File: src/design/cia_pkg.sv
package cia_pkg;

  typedef enum logic [1:0] {
    OP_ADD = 2'd0,
    OP_SUB = 2'd1,
    OP_MUL = 2'd2,
    OP_DIV = 2'd3
  } op_t;

  typedef enum logic [1:0] {
    ERR_NONE     = 2'd0,
    ERR_OVERFLOW = 2'd1,
    ERR_DIV_ZERO = 2'd2
  } err_t;

  typedef enum logic [1:0] {
    ST_IDLE,
    ST_START,
    ST_RUN,
    ST_FINISH
  } state_t;

  // command to the iterative unit
  typedef struct packed {
    logic start;
    logic is_div;
  } cmd_t;

endpackage

File: src/design/cia_if.sv
interface cia_req_if #(parameter int W = 32);
  logic         valid;
  logic         ready;
  logic [1:0]   req_type;
  logic [W-1:0] operand_a;
  logic [W-1:0] operand_b;
  logic         clear_error;

  modport source (output valid, req_type, operand_a, operand_b, clear_error, input ready);
  modport sink   (input valid, req_type, operand_a, operand_b, clear_error, output ready);
endinterface

interface cia_rsp_if #(parameter int W = 32);
  logic         valid;
  logic         ready;
  logic [W-1:0] result_value;
  logic [1:0]   error_code;

  modport source (output valid, result_value, error_code, input ready);
  modport sink   (input valid, result_value, error_code, output ready);
endinterface

File: src/design/cia_iter_unit.sv
// Shared shift-add multiplier / restoring divider on unsigned magnitudes.
// One bit per cycle, one adder for both.
module cia_iter_unit import cia_pkg::*; #(
  parameter int W = 32
) (
  input  logic         clk,
  input  logic         rst,
  input  cmd_t         cmd,
  input  logic [W-1:0] mag_a,
  input  logic [W-1:0] mag_b,
  output logic         done,
  output logic [W-1:0] hi,
  output logic [W-1:0] lo
);

  localparam int CW = (W > 1) ? $clog2(W) : 1;

  logic          busy;
  logic          is_div;
  logic [CW-1:0] cnt;
  logic [W-1:0]  acc;
  logic [W-1:0]  mq;
  logic [W-1:0]  mb;

  logic [W+1:0]  add_x;
  logic [W+1:0]  add_y;
  logic [W+1:0]  sum;
  logic [W:0]    pp;
  logic          borrow;

  // single adder: add for multiply, subtract for divide
  always_comb begin
    add_x  = is_div ? {1'b0, acc, mq[W-1]} : {2'b00, acc};
    add_y  = {2'b00, mb};
    sum    = add_x + (is_div ? ~add_y : add_y) + (W+2)'(is_div);
    pp     = mq[0] ? sum[W:0] : {1'b0, acc};
    borrow = sum[W+1];
  end

  always_ff @(posedge clk) begin
    if (rst) begin
      busy <= 1'b0;
      done <= 1'b0;
    end else begin
      done <= busy && (cnt == '0);
      if (cmd.start) begin
        busy <= 1'b1;
      end else if (busy && (cnt == '0)) begin
        busy <= 1'b0;
      end
    end
  end

  always_ff @(posedge clk) begin
    if (cmd.start) begin
      is_div <= cmd.is_div;
      cnt    <= CW'(W - 1);
      acc    <= '0;
      mq     <= mag_a;
      mb     <= mag_b;
    end else if (busy) begin
      cnt <= cnt - 1'b1;
      if (is_div) begin
        acc <= borrow ? {acc[W-2:0], mq[W-1]} : sum[W-1:0];
        mq  <= {mq[W-2:0], ~borrow};
      end else begin
        acc <= pp[W:1];
        mq  <= {pp[0], mq[W-1:1]};
      end
    end
  end

  assign hi = acc;
  assign lo = mq;

endmodule

File: src/design/checked_integer_alu.sv
// Checked signed ALU, DATA_WIDTH-bit two's complement. Each request word
// asks for add, subtract, multiply or divide (truncating toward zero) and
// returns one response word with the result and a sticky error code
// (0 none, 1 overflow, 2 divide by zero). Any overflow or a zero divisor
// sets the error and returns 1; while the error stays set every result is 1
// and the code does not change. clear_error in a request clears the error
// before that request is worked. Add, subtract and every case decided up
// front (error pending, zero divisor, minimum divided by minus one) go from
// the start step straight to the finish step; multiply and divide first run
// through the shared shift-add / restoring-divide unit, which retires one
// bit per cycle. The request side is not ready while a request is being
// worked. The response sits in an output register, so a new request is
// taken while the previous response still waits; a request only stalls in
// its finish step when the response before it has not yet been taken.
module checked_integer_alu import cia_pkg::*; #(
  parameter int DATA_WIDTH = 32
) (
  input logic    clk,
  input logic    rst,
  cia_req_if.sink   req,
  cia_rsp_if.source rsp
);

  localparam int W = DATA_WIDTH;
  localparam logic [W-1:0] SIGN_BIT = {1'b1, {(W-1){1'b0}}};
  localparam logic [W-1:0] ONE      = W'(1);

  state_t state;
  state_t state_next;

  // working copy of the request
  op_t          op;
  logic [W-1:0] a;
  logic [W-1:0] b;
  logic [W-1:0] mag_a;
  logic [W-1:0] mag_b;
  err_t         err;          // sticky error, already cleared if requested

  logic         out_valid;
  logic [W-1:0] out_result;
  err_t         out_err;

  // unit interface
  cmd_t         cmd;
  logic         unit_done;
  logic [W-1:0] unit_hi;
  logic [W-1:0] unit_lo;

  // control
  logic         accept;
  logic         out_free;
  logic         load_out;
  logic         b_zero;
  logic         div_ovf;
  logic         use_unit;

  // finish-step results
  logic         sa;
  logic         sb;
  logic         neg;
  logic [W-1:0] addend;
  logic [W-1:0] sum;
  logic [W-1:0] limit;
  logic [W-1:0] lo_neg;
  logic [W-1:0] res_next;
  err_t         err_next;

  assign accept   = req.valid && req.ready;
  assign out_free = !out_valid || rsp.ready;

  // special divide cases, decided before the unit is started
  assign b_zero   = (b == '0);
  assign div_ovf  = (a == SIGN_BIT) && (b == '1);
  assign use_unit = (err == ERR_NONE) &&
                    ((op == OP_MUL) || ((op == OP_DIV) && !b_zero && !div_ovf));

  // request capture; magnitudes are taken here so the unit sees unsigned data
  always_ff @(posedge clk) begin
    if (accept) begin
      op    <= op_t'(req.req_type);
      a     <= req.operand_a;
      b     <= req.operand_b;
      mag_a <= req.operand_a[W-1] ? (~req.operand_a + ONE) : req.operand_a;
      mag_b <= req.operand_b[W-1] ? (~req.operand_b + ONE) : req.operand_b;
    end
  end

  // sticky error
  always_ff @(posedge clk) begin
    if (rst) begin
      err <= ERR_NONE;
    end else if (accept && req.clear_error) begin
      err <= ERR_NONE;
    end else if (load_out) begin
      err <= err_next;
    end
  end

  // next state
  always_comb begin
    state_next = state;
    case (state)
      ST_IDLE: begin
        if (req.valid) state_next = ST_START;
      end
      ST_START: begin
        state_next = use_unit ? ST_RUN : ST_FINISH;
      end
      ST_RUN: begin
        if (unit_done) state_next = ST_FINISH;
      end
      ST_FINISH: begin
        if (out_free) state_next = ST_IDLE;
      end
      default: begin
        state_next = ST_IDLE;
      end
    endcase
  end

  always_ff @(posedge clk) begin
    if (rst) begin
      state <= ST_IDLE;
    end else begin
      state <= state_next;
    end
  end

  // FSM outputs
  always_comb begin
    req.ready  = 1'b0;
    cmd.start  = 1'b0;
    cmd.is_div = (op == OP_DIV);
    load_out   = 1'b0;
    case (state)
      ST_IDLE:   req.ready = 1'b1;
      ST_START:  cmd.start = use_unit;
      ST_RUN:    ;
      ST_FINISH: load_out  = out_free;
      default:   ;
    endcase
  end

  cia_iter_unit #(.W(W)) u_unit (
    .clk   (clk),
    .rst   (rst),
    .cmd   (cmd),
    .mag_a (mag_a),
    .mag_b (mag_b),
    .done  (unit_done),
    .hi    (unit_hi),
    .lo    (unit_lo)
  );

  // finish step: one add/subtract for add and sub, sign fixup for mul/div
  always_comb begin
    sa       = a[W-1];
    sb       = b[W-1];
    neg      = sa ^ sb;
    addend   = (op == OP_SUB) ? ~b : b;
    sum      = a + addend + W'(op == OP_SUB);
    limit    = neg ? SIGN_BIT : (SIGN_BIT - ONE);
    lo_neg   = ~unit_lo + ONE;
    res_next = ONE;
    err_next = err;
    if (err == ERR_NONE) begin
      case (op)
        OP_ADD: begin
          if ((sa == sb) && (sum[W-1] != sa)) err_next = ERR_OVERFLOW;
          else                                res_next = sum;
        end
        OP_SUB: begin
          if ((sa != sb) && (sum[W-1] != sa)) err_next = ERR_OVERFLOW;
          else                                res_next = sum;
        end
        OP_MUL: begin
          // product must fit the signed range for its sign
          if ((unit_hi != '0) || (unit_lo > limit)) err_next = ERR_OVERFLOW;
          else                                      res_next = neg ? lo_neg : unit_lo;
        end
        OP_DIV: begin
          if (b_zero)       err_next = ERR_DIV_ZERO;
          else if (div_ovf) err_next = ERR_OVERFLOW;
          else              res_next = neg ? lo_neg : unit_lo;
        end
        default: ;
      endcase
    end
  end

  // output register
  always_ff @(posedge clk) begin
    if (rst) begin
      out_valid <= 1'b0;
    end else if (load_out) begin
      out_valid <= 1'b1;
    end else if (rsp.ready) begin
      out_valid <= 1'b0;
    end
  end

  always_ff @(posedge clk) begin
    if (load_out) begin
      out_result <= res_next;
      out_err    <= err_next;
    end
  end

  assign rsp.valid        = out_valid;
  assign rsp.result_value = out_result;
  assign rsp.error_code   = out_err;

endmodule

File: src/flat_wrapper.sv
// flat-port wrapper written by rule: the top's interface ports become plain ports
module checked_integer_alu_flat import cia_pkg::*;
#(
  parameter int DATA_WIDTH = 32
)
  (clk, rst, req_valid, req_req_type, req_operand_a, req_operand_b, req_clear_error, req_ready, rsp_valid, rsp_result_value, rsp_error_code, rsp_ready);
  cia_req_if #(.W((32))) req_i ();
  cia_rsp_if #(.W((32))) rsp_i ();
  input logic clk;
  input logic rst;
  input wire logic [$bits(req_i.valid)-1:0] req_valid;
  input wire logic [$bits(req_i.req_type)-1:0] req_req_type;
  input wire logic [$bits(req_i.operand_a)-1:0] req_operand_a;
  input wire logic [$bits(req_i.operand_b)-1:0] req_operand_b;
  input wire logic [$bits(req_i.clear_error)-1:0] req_clear_error;
  output wire logic [$bits(req_i.ready)-1:0] req_ready;
  output wire logic [$bits(rsp_i.valid)-1:0] rsp_valid;
  output wire logic [$bits(rsp_i.result_value)-1:0] rsp_result_value;
  output wire logic [$bits(rsp_i.error_code)-1:0] rsp_error_code;
  input wire logic [$bits(rsp_i.ready)-1:0] rsp_ready;
  assign req_i.valid = req_valid;
  assign req_i.req_type = req_req_type;
  assign req_i.operand_a = req_operand_a;
  assign req_i.operand_b = req_operand_b;
  assign req_i.clear_error = req_clear_error;
  assign req_ready = req_i.ready;
  assign rsp_valid = rsp_i.valid;
  assign rsp_result_value = rsp_i.result_value;
  assign rsp_error_code = rsp_i.error_code;
  assign rsp_i.ready = rsp_ready;
  checked_integer_alu #(.DATA_WIDTH(DATA_WIDTH)) u_core (.clk(clk), .rst(rst), .req(req_i), .rsp(rsp_i));
endmodule
File: config.mk
export PLATFORM = sky130hd
export DESIGN_NAME = checked_integer_alu_flat
export DESIGN_NICKNAME = d
export VERILOG_FILES = /design/src/design/cia_pkg.sv /design/src/design/cia_if.sv /design/src/design/cia_iter_unit.sv /design/src/design/checked_integer_alu.sv /design/src/flat_wrapper.sv
export SDC_FILE = /design/constraint.sdc
export NUM_CORES = 1
export LEC_CHECK = 0
export ABC_AREA = 1
export BUFFER_PORTS_ARGS = -buffer_cell sky130_fd_sc_hd__buf_2
export CAP_MARGIN = 20
export CORE_MARGIN = 3
export CORE_UTILIZATION = 50
export CTS_BUF_LIST = sky130_fd_sc_hd__clkbuf_2
export CTS_CLUSTER_SIZE = 40
export DETAILED_ROUTE_END_ITERATION = 6
export HOLD_SLACK_MARGIN = 0.15
export PLACE_DENSITY_LB_ADDON = 0.08
export SYNTH_ARGS = -nofsm -noshare
export SYNTH_HDL_FRONTEND = slang
export SYNTH_HIERARCHICAL = 1
export SYNTH_SLANG_ARGS = --single-unit
File: constraint.sdc
create_clock -name clk -period 4.26 [get_ports clk]
set_input_delay 1.065 -clock clk [delete_from_list [all_inputs] [get_ports clk]]
set_output_delay 1.065 -clock clk [all_outputs]
set_load 0.01 [all_outputs]
==> results.tsv, run 1 <==
stage	metric	value	unit
setup_path	crit-path most repeated cell	nand2_2	
final_layout	utilization after layout	0.555	
sta	final hold vios	0	
route	DRT Pass-1 Iters	7	
setup_path	Crit path max-delay family	simple AND/OR/NAND/NOR gates	
synth	Syn Nets	2635	
setup_path	Worst setup SP type	register	
min_path	worst hold path type	input port to register	
synth	Synth Flop Type	edfxtp_1	
die	IO Count	107	
setup_path	critical path fanouts, max	34	
synth	Synth area leaders	edfxtp_1, nand2_1, ha_1	
clock_network	CTS buffer count	77	
power_and_ir_drop	Max VDD drop	0.298	mV
power_and_ir_drop	Pleak	9.40	nW
setup_path	crit path capture type	register	
final_layout	most common cell after layout, fill and taps aside	nand2_1	
synth	Post-Synthesis Cell Area	0.0193	mm²
global_route	total track usage	0.283	
die	Core Area	0.0378	mm²
synth	sequential element share of the synthesized area	0.399	
final_layout	area of the multi-input gates	0.0101	mm²
die	Initial Util	0.510	
final_layout	final-layout fill cell count	3664	
die	die height	202	µm
run_status	run status	complete, but fails checks	
route	drt drc	2	
synth	Synth async-reset ratio	0	
setup_path	critical path arrival	4420	ps
setup_path	crit path cell chain	inv_2, nand2_4, xnor2_1, ha_1, a21oi_1, nor2_1, nor2_1, nand2_4, nand2_2, nand2_4, nand2_2, nand2_1, nand2_2, nand2_2, nand2_2, nand3_2, buf_4, nand3_1, nand3_1, nand2_1, inv_1	
setup_path	CP bufs+invs	3	
placed_design	Post-DP Area	0.0203	mm²
clock_network	CTS resizes	0	
clock_network	CTS tree	built	
sta	Peak Freq	267	MHz
route	initial DRC count	1625	
clock_network	Post-CTS Setup Bufs	0	
die	row cnt	71	
placed_design	RePlAce Congestion	0.949	
synth	Mapped Cells	2460	
route	DR WL/cell	18.6	µm
clock_network	H-tree levels	3	
clock_network	CTS clock-pin slew for the worst setup and hold paths	110	ps
sta	RSZ-0062 raised after global routing	false	
setup_path	CP max stage delay	460	ps
synth	synthesis-stage register bit count	271	
global_route	antenna violations before repair	2	
placed_design	I/O Buffers	106	
sta	final period utilization	0.881	
route	Total Routed Length	58900	µm
final_layout	flip-flop and latch area	0.00770	mm²
global_route	pin count of the biggest net entering global routing	115	
global_route	first-pass GRT wire length	90700	µm
final_layout	final instance area	0.0210	mm²
flow_run	max-cap violations	0	
route	vias post-DR	17400	
route	post-route ant nets	0	
clock_network	cts hold-fix bufs	0	
placed_design	Final HPWL DP	45800	µm
setup_path	Setup CP Type	register to register	
final_layout	share of layout cells above drive strength 1	0.124	
sta	final setup violation count	0	
synth	Mean Syn Cell Area	7.85	µm²
clock_network	clock latency at the later pin of the worst-skew pair	990	ps
synth	yosys warns	6	
synth	post-synth top area share	0.353	
sta	setup TNS	0	ps
clock_network	CTS Root Cell	clkbuf_2	
global_route	total gr overflow	0	
synth	Synth area leader	edfxtp_1	
global_route	number of global-route vias before repair	15800	
final_layout	Layout Nets	2771	
sta	headroom to the max-slew limit	0.389	
synth	Post-synth EDFFs	227	
final_layout	Area Growth Syn to Fin	8.88	%
sta	post-layout min period	3750	ps
power_and_ir_drop	PwrDens	674	mW/mm²
sta	Worst-Margin Slew	917	ps
die	Die W	202	µm
clock_network	CTS Buffer Depth	3	
synth	count of distinct cell types in the synthesized netlist	52	
setup_path	crit path max-delay cell type	edfxtp_1	
route	DR vias/cell	5.49	
setup_path	worst path required time	4930	ps
sta	Slew Viols, Final	0	
clock_network	clock sinks	271	
final_layout	commonest non-fill, non-tap cells in the layout	nand2_1, inv_1, nor2_1	
run_status	failing checks	DRC	
die	die footprint	0.0410	mm²
sta	final clock skew	94.8	ps
metrics by stage:
stage	instances	setup slack (ps)	hold WS, ps	power [W]
finish	3158	508	300	0.0142
global route	3158	242	179	0.0153
CTS	3156	539	198	0.0141
detailed placement	3028	620	405	0.0121
global placement	3028	730	403	0.0121
floorplan	2460	125	400	0.00987
synth_stat cells, drive strengths merged, types with 4 or more instances:
library cell,instances
nor4,34
buf,34
inv,295
nand3,153
dfxtp,44
nor3,36
xor2,137
o21bai,5
clkinv,5
ha,102
o21a,8
nand2,568
xnor2,51
o21ai,164
o22ai,5
clkbuf,37
a21oi,216
or2,7
edfxtp,227
o31ai,4
a21o,9
nand4,42
a31oi,12
nand3b,9
nor2,245
kinds of logic (layout without fill, tap and decap cells):
kind of cell	count (synthesis)	count (layout)	share of synthesized area
adders and majority gates	104	104	0.0682
buffers and inverters	371	556	0.0766
AOI/OAI and AO/OA	431	431	0.120
and+or+nand+nor	1095	1095	0.252
xor gates and xnor gates	188	188	0.0853
other	0	2	0
DFF	271	271	0.399
flip-flops by register name (all words and copies together), names as in the netlist:
name	flops
u_core/op	2
u_core/u_unit/busy	1
u_core/err	2
u_core/mag_b	31
u_core/b	32
u_core/u_unit/is_div	1
u_core/u_unit/cnt	5
u_core/mag_a	31
u_core/state	2
u_core/u_unit/done	1
u_core/rsp.result_value	32
u_core/u_unit/mb	32
u_core/u_unit/lo	32
u_core/u_unit/hi	32
u_core/rsp.error_code	2
u_core/a	32
u_core/rsp.valid	1
worst register-to-register path: cells and delay by family, from the launching register on:
kind            cells  cell delay, ps
buf+inv             3             410
compound gates      1             210
flops               1             460
xor+xnor            1             460
fa+ha+maj           1             330
simple gates       15            1550
routing by layer:
| layer | GRT usage | wire length, µm | vias to the layer above |
|---|---|---|---|
| li1 | - | - | 8555 |
| met3 | 0.0433 | 5060 | 50 |
| met5 | 0 | 0 | - |
| met2 | 0.393 | 23700 | 716 |
| met1 | 0.460 | 29400 | 8029 |
| met4 | 0.0624 | 724 | 0 |
report_power, final:
part	total, W	switching [W]	internal, W
sequential	0.00446	0.000655	0.00380
clock	0.00188	0.00112	0.000756
combinational	0.00784	0.00532	0.00252
total	0.0142	0.00710	0.00708
path summary, 6_finish.rpt:
path,start,endpoint,slack [ps],cells past startpoint
hold / removal,req_req_type[1],u_core/op[1]$_DFFE_PP_,300,1
hold reg to reg,u_core/mag_b[14]$_DFFE_PP_,u_core/u_unit/mb[14]$_DFFE_PP_,380,0
setup reg to reg,u_core/op[1]$_DFFE_PP_,u_core/rsp.result_value[13]$_SDFFCE_PP0P_,510,21
setup / recovery,u_core/op[1]$_DFFE_PP_,u_core/rsp.result_value[13]$_SDFFCE_PP0P_,510,21
area by class of cell:
cell class / count / share of cell area
multi-input cells: 1818 / 0.482
repair buffers: 128 / 0.0349
well taps: 511 / 0.0304
clock inverters: 18 / 0.00572
clock buffers: 110 / 0.0262
flip-flops and latches: 271 / 0.366
diodes: 2 / 0.000238
inverters: 300 / 0.0539
No activity file was read; power rests on OpenSTA's default activity.
==> inputs of run 2 (changes only) <==
CELL_PAD_IN_SITES_DETAIL_PLACEMENT = 0   (was not set)
CELL_PAD_IN_SITES_GLOBAL_PLACEMENT = 1   (was not set)
CORE_UTILIZATION = 43   (was 50)
==> run 2 against run 1 <==
  * The run now ends clean
  * First-iteration DRC count decreased by 1.8%
  * Fmax increased by 0.19%
  * Sequential power about the same
  * Worst setup slack improved by 6.9 ps
  * Hold slack got worse by 15 ps
  * Clock skew increased by 3.7 ps
  * Global-route usage decreased by 1.2 points
  * Die area increased by 16%
  * Utilization decreased by 6.5 points
  * Routed wire length increased by 9.0%
  * Critical endpoint is now u_core/rsp.result_value[20]$_SDFFCE_PP0P_
==> results.tsv, run 2 (synthesis gave the netlist of run 1 again) <==
stage	metric	value	unit	change
clock_network	CTS buffer count	75		-2.6%
clock_network	clock latency at the later pin of the worst-skew pair	1040	ps	+50 ps
clock_network	Post-CTS Setup Bufs	0		unchanged
setup_path	Reg2Reg Capture Point	u_core/rsp.result_value[20]$_SDFFCE_PP0P_		
route	initial DRC count	1595		-1.8%
setup_path	critical path fanouts, max	24		-29%
final_layout	Area Growth Syn to Fin	11.2	%	
die	IO Count	107		unchanged
clock_network	CTS clock-pin slew for the worst setup and hold paths	110	ps	about the same
min_path	Hold Crit Start	req_operand_a[7]		
global_route	total gr overflow	0		unchanged
clock_network	CTS Buffer Depth	3		unchanged
setup_path	worst r2r path cells	12		-43%
min_path	Worst Hold Depth	1		unchanged
final_layout	share of layout cells above drive strength 1	0.125		+0.000986
die	Core Area	0.0437	mm²	+16%
sta	Slew Viols, Final	0		unchanged
die	die footprint	0.0475	mm²	+16%
sta	Peak Freq	267	MHz	+0.19%
setup_path	reg2reg start	u_core/op[0]$_DFFE_PP_		
die	die height	218	µm	+7.6%
sta	final period utilization	0.879		-0.00163
route	DRT Pass-1 Iters	5		-2
die	Initial Util	0.441		-0.0688
min_path	Hold Path End	u_core/a[7]$_DFFE_PP_		
placed_design	I/O Buffers	106		unchanged
sta	post-layout min period	3740	ps	-6.94 ps
final_layout	Layout Nets	2802		+1.1%
setup_path	R2R Setup Slk	520	ps	about the same
setup_path	Worst setup SP type	register		
setup_path	crit path capture type	register		
run_status	run status	finished clean		
sta	RSZ-0062 raised after global routing	false		
route	Total Routed Length	64200	µm	+9.0%
route	DR vias/cell	5.36		-2.5%
global_route	first-pass GRT wire length	98200	µm	+8.3%
clock_network	H-tree levels	3		unchanged
global_route	pin count of the biggest net entering global routing	58		-50%
setup_path	critical path arrival	4560	ps	+140 ps
die	Die W	218	µm	+7.6%
final_layout	most common cell after layout, fill and taps aside	nand2_1		
power_and_ir_drop	Max VDD drop	0.436	mV	+46%
placed_design	RePlAce Congestion	0.955		+0.70%
min_path	worst hold path type	input port to register		
global_route	antenna violations before repair	2		unchanged
power_and_ir_drop	PwrDens	673	mW/mm²	-0.29%
setup_path	worst path required time	5080	ps	+150 ps
sta	final setup violation count	0		unchanged
sta	final hold vios	0		unchanged
sta	headroom to the max-slew limit	0.360		-0.0285
global_route	total track usage	0.271		-0.0119
route	post-route ant nets	0		unchanged
clock_network	CTS tree	built		
route	vias post-DR	17500		+1.1%
final_layout	commonest non-fill, non-tap cells in the layout	nand2_1, inv_1, nor2_1		
power_and_ir_drop	Pleak	9.56	nW	+1.7%
sta	final clock skew	98.4	ps	+3.66 ps
sta	setup TNS	0	ps	unchanged
sta	Worst-Margin Slew	958	ps	+41.4 ps
placed_design	Final HPWL DP	50200	µm	+9.6%
setup_path	Setup CP Type	register to register		
die	row cnt	76		+7.0%
route	DR WL/cell	19.6	µm	+5.2%
global_route	number of global-route vias before repair	16800		+6.4%
route	drt drc	0		-2
final_layout	final-layout fill cell count	4424		+21%
clock_network	clock sinks	271		unchanged
sta	hold slack	286	ps	-14.8 ps
clock_network	CTS Root Cell	clkbuf_2		
flow_run	max-cap violations	0		unchanged
[run 2: cell types whose count changed in the layout (fill, tap and decap cells not counted), sizes merged]
cell and change:
inv +4, dlygate4sd3 +24, clkinvlp -1, clkinv +11, diode -1, bufinv -1
clkbuf -3, buf +9
[run 2: stage by stage]
| stage | total power, W | worst slack (ps) | instance area [µm²] | utilization | std cells |
|---|---|---|---|---|---|
| final | 0.0144 | 515 | 21500 | 0.491 | 3274 |
| after global routing | 0.0157 | 167 | 21500 | 0.491 | 3274 |
| after CTS | 0.0144 | 538 | 21500 | 0.490 | 3273 |
| after detailed placement | 0.0124 | 603 | 20500 | 0.469 | 3111 |
| after global placement | 0.0124 | 585 | 20500 | 0.469 | 3111 |
| after floorplan | 0.00987 | 125 | 19300 | - | 2460 |
[run 2: what timing repair did]
| action | 4_1_cts | 5_1_grt |
|---|---|---|
| endpoints found under the hold margin | 24 | 0 |
| gates resized for setup | 0 | 0 |
| hold buffers | 24 | 0 |
[run 2: layout make-up]
| type | instances | area, µm² | share of cell area |
|---|---|---|---|
| timing repair buffer | 161 | 1050 | 0.0491 |
| multi-input combinational | 1818 | 10100 | 0.472 |
| antenna | 1 | 2.50 | 0.000117 |
| inverter | 300 | 1130 | 0.0528 |
| tap | 585 | 732 | 0.0341 |
| clock inverter | 31 | 165 | 0.00770 |
| clock buffer | 107 | 536 | 0.0250 |
| sequential | 271 | 7700 | 0.359 |
[run 2: power breakdown]
| group | internal (W) | total [W] | switching [W] |
|---|---|---|---|
| clock network | 0.000713 | 0.00191 | 0.00120 |
| logic | 0.00255 | 0.00808 | 0.00553 |
| registers | 0.00380 | 0.00444 | 0.000639 |
| total | 0.00706 | 0.0144 | 0.00737 |
[run 2: how the worst max path moves through the flow]
stage,from,endpoint,slack [ps],cells after the start
2_1_floorplan,req_valid,u_core/err[1]$_SDFFE_PP0P_,120,7
3_5_place_dp,u_core/op[1]$_DFFE_PP_,u_core/rsp.result_value[20]$_SDFFCE_PP0P_,600,13
6_report,u_core/op[0]$_DFFE_PP_,u_core/rsp.result_value[20]$_SDFFCE_PP0P_,520,12
3_3_place_gp,u_core/op[1]$_DFFE_PP_,u_core/rsp.result_value[20]$_SDFFCE_PP0P_,580,13
4_1_cts,u_core/op[0]$_DFFE_PP_,u_core/rsp.result_value[20]$_SDFFCE_PP0P_,540,12
5_1_grt,u_core/b[31]$_DFFE_PP_,u_core/rsp.result_value[13]$_SDFFCE_PP0P_,170,20
[run 2: worst max-delay path: stages, from the launching register on]
cell	delay, ps
edfxtp_1	490
nand2_4	370
xor2_1	180
fa_1	520
o21ai_0	430
a21o_1	240
a31oi_1	130
o21ai_0	320
xor2_1	550
nand2_1	130
nand2_1	80
nand2_1	40
inv_1	50
[run 2: metal layers]
metal,vias up,global-route usage,routed length [µm],share of wire
met5,-,0,0,0
met4,0,0.0685,1170,0.018
met3,75,0.0412,4200,0.065
met2,616,0.415,28200,0.44
met1,8214,0.401,30600,0.48
li1,8634,-,-,-
==> inputs of run 3 (changes only) <==
CORE_UTILIZATION = 48   (was 43)
clock period = 3.6 ns   (was 4.26 ns; I/O delays follow)
==> run 3 against run 2 <==
  * Total power up 22%
  * Non-clock buffer count up 69
  * Routed wire length about the same
  * Largest cell class unchanged
  * Largest power group unchanged
==> results.tsv, run 3 (synthesis gave the netlist of run 1 again) <==
stage	metric	value	unit	change
die	IO Count	107		unchanged
sta	setup TNS	0	ps	unchanged
route	drt drc	0		unchanged
setup_path	Crit path max-delay family	compound AO/OA/AOI/OAI gates		
power_and_ir_drop	sequential share of power	0.296		-0.012
power_and_ir_drop	switching part of the total	0.495		-0.0158
route	DR WL/cell	19.6	µm	about the same
placed_design	placed cells	3075		-1.2%
setup_path	CP max stage delay	420	ps	-130 ps
placed_design	I/O Buffers	106		unchanged
setup_path	worst setup path startpoint	u_core/op[1]$_DFFE_PP_		
final_layout	share of layout cells above drive strength 1	0.134		+0.00840
setup_path	CP Depth	18		+6
setup_path	critical path arrival	4120	ps	-440 ps
die	die footprint	0.0427	mm²	-10%
sta	Peak Freq	296	MHz	+11%
clock_network	clock latency at the later pin of the worst-skew pair	1010	ps	-30 ps
global_route	total track usage	0.300		+0.0296
route	DRT Pass-1 Iters	5		unchanged
power_and_ir_drop	clock power share	0.140		+0.008
flow_run	max-cap violations	0		unchanged
run_status	run status	finished clean		
setup_path	worst path required time	4340	ps	-740 ps
placed_design	RePlAce Congestion	0.935		-2.2%
die	Initial Util	0.493		+0.0513
setup_path	reg2reg start	u_core/op[1]$_DFFE_PP_		
power_and_ir_drop	sw power	0.00871	W	+18%
setup_path	critical path fanouts, max	17		-29%
final_layout	most common cell after layout, fill and taps aside	nand2_1		
sta	Worst-Margin Slew	827	ps	-131 ps
sta	headroom to the max-slew limit	0.448		+0.0883
sta	post-layout min period	3380	ps	-364 ps
power_and_ir_drop	Int Pwr	0.00889	W	+26%
final_layout	utilization after layout	0.565		+0.0747
global_route	first-pass GRT wire length	97100	µm	-1.1%
power_and_ir_drop	PwrDens	794	mW/mm²	+18%
route	Total Routed Length	64100	µm	about the same
final_layout	Non-Filler Instances	3270		-0.12%
die	row cnt	72		-5.3%
setup_path	Setup CP Type	register to register		
power_and_ir_drop	Comb pwr share	0.564		+0.004
setup_path	crit path capture type	register		
setup_path	crit path cell chain	inv_2, nand2_8, buf_4, xor2_1, ha_1, a21oi_1, o21ai_0, a21oi_1, nand2_1, nand4_1, o311ai_0, buf_4, xor2_2, buf_4, nand2_1, nand2_1, nand2_1, inv_1		
route	post-route ant nets	0		unchanged
power_and_ir_drop	Pleak	9.89	nW	+3.4%
clock_network	CTS tree	built		
setup_path	Worst setup SP type	register		
setup_path	Reg2Reg Capture Point	u_core/rsp.result_value[26]$_SDFFCE_PP0P_		
die	die height	207	µm	-5.2%
sta	final hold vios	0		unchanged
sta	Slew Viols, Final	0		unchanged
setup_path	CP bufs+invs	5		+4
sta	RSZ-0062 raised after global routing	false		
final_layout	Area Growth Syn to Fin	14.8	%	
global_route	pin count of the biggest net entering global routing	129		+120%
final_layout	Layout Nets	2871		+2.5%
final_layout	final instance area	0.0222	mm²	+3.2%
sta	hold slack	280	ps	-5.92 ps
sta	final setup violation count	0		unchanged
route	vias post-DR	17900		+2.2%
setup_path	crit path max-delay cell type	edfxtp_1		
die	Core Area	0.0392	mm²	-10%
route	DR vias/cell	5.48		+2.3%
global_route	total gr overflow	0		unchanged
min_path	Worst Hold Depth	1		unchanged
route	initial DRC count	1582		-0.82%
power_and_ir_drop	Max VDD drop	0.456	mV	+4.7%
placed_design	Final HPWL DP	49200	µm	-2.0%
setup_path	crit-path most repeated cell	nand2_1		
setup_path	Worst Setup EP	u_core/rsp.result_value[26]$_SDFFCE_PP0P_		
final_layout	commonest non-fill, non-tap cells in the layout	nand2_1, inv_1, nor2_1		
global_route	antenna violations before repair	1		-1
clock_network	CTS Root Cell	clkbuf_2		
global_route	number of global-route vias before repair	16900		+0.0059%
die	Die W	207	µm	-5.2%
setup_path	R2R Setup Slk	220	ps	-300 ps
clock_network	H-tree levels	3		unchanged
clock_network	CTS buffer count	75		unchanged
min_path	Hold Crit Start	req_operand_a[13]		
clock_network	CTS clock-pin slew for the worst setup and hold paths	100	ps	about the same
placed_design	Post-DP Area	0.0207	mm²	+0.79%
sta	final period utilization	0.939		+0.0600
setup_path	worst r2r path cells	18		+6
clock_network	clock sinks	271		unchanged
sta	final clock skew	100	ps	+1.99 ps
clock_network	CTS Buffer Depth	3		unchanged
min_path	worst hold path type	input port to register		
==> run 3: cell count changes in the layout (fill, tap and decap cells not counted), moves of 3 or more <==
cell,before,now
a21oi_2,3,7
clkinv_1,26,30
o21ai_0,143,140
clkinvlp_4,0,3
clkbuf_2,107,93
bufinv_16,0,5
o21ai_1,18,21
dlygate4sd3_1,24,62
a21oi_1,212,208
buf_4,27,56
==> run 3: per-layer routing <==
| layer | wire [µm] | global-route usage |
|---|---|---|
| met1 | 29900 | 0.437 |
| met2 | 28200 | 0.458 |
| met3 | 4570 | 0.0547 |
| met4 | 1520 | 0.0870 |
| met5 | 0 | 0 |
==> run 3: worst min-delay path by stage <==
stage / end / slack (ps)
6_report: u_core/a[13]$_DFFE_PP_ / 280
5_1_grt: u_core/a[13]$_DFFE_PP_ / 170
4_1_cts: u_core/a[13]$_DFFE_PP_ / 150
3_5_place_dp: u_core/u_unit/mb[29]$_DFFE_PP_ / 410
3_3_place_gp: u_core/u_unit/mb[28]$_DFFE_PP_ / 400
2_1_floorplan: u_core/u_unit/mb[10]$_DFFE_PP_ / 400
==> run 3: worst reg2reg max path, cell delays in order, from the launching register on <==
cell and delay [ps]:
edfxtp_1 420, inv_2 130, nand2_8 150, buf_4 220, xor2_1 140, ha_1 340, a21oi_1 250, o21ai_0 190
a21oi_1 150, nand2_1 150, nand4_1 120, o311ai_0 150, buf_4 190, xor2_2 170, buf_4 160, nand2_1 60
nand2_1 50, nand2_1 50, inv_1 40
==> run 3: metrics by stage <==
step	setup slack (ps)	total power, W
detailed placement	96.2	0.0149
global placement	209	0.0148
finish	219	0.0176
global route	8.04	0.0190
floorplan	193	0.0117
CTS	76.9	0.0174
==> run 3: layout make-up <==
type	instances	area, µm²
Timing Repair Buffer	230	1680
Tap cell	518	648
Inverter	300	1130
Clock inverter	39	305
Sequential cell	271	7700
Clock buffer	93	465
Antenna cell	1	2.50
Multi-Input combinational cell	1818	10200
Fill cell	3710	17000
==> run 3: what timing repair did <==
item,CTS,global route
resized for setup,0,18
setup buffers,0,0
setup endpoints to repair,0,27
hold buffers,62,0
endpoints found under the hold margin,71,0
==> run 3: power groups by stage <==
stage / clock network (W) / logic [W] / registers (W)
3_3_place_gp: 0 / 0.00956 / 0.00525
2_1_floorplan: 0 / 0.00663 / 0.00503
3_5_place_dp: 0 / 0.00961 / 0.00526
6_report: 0.00246 / 0.00993 / 0.00521
4_1_cts: 0.00254 / 0.00971 / 0.00519
5_1_grt: 0.00270 / 0.0110 / 0.00529
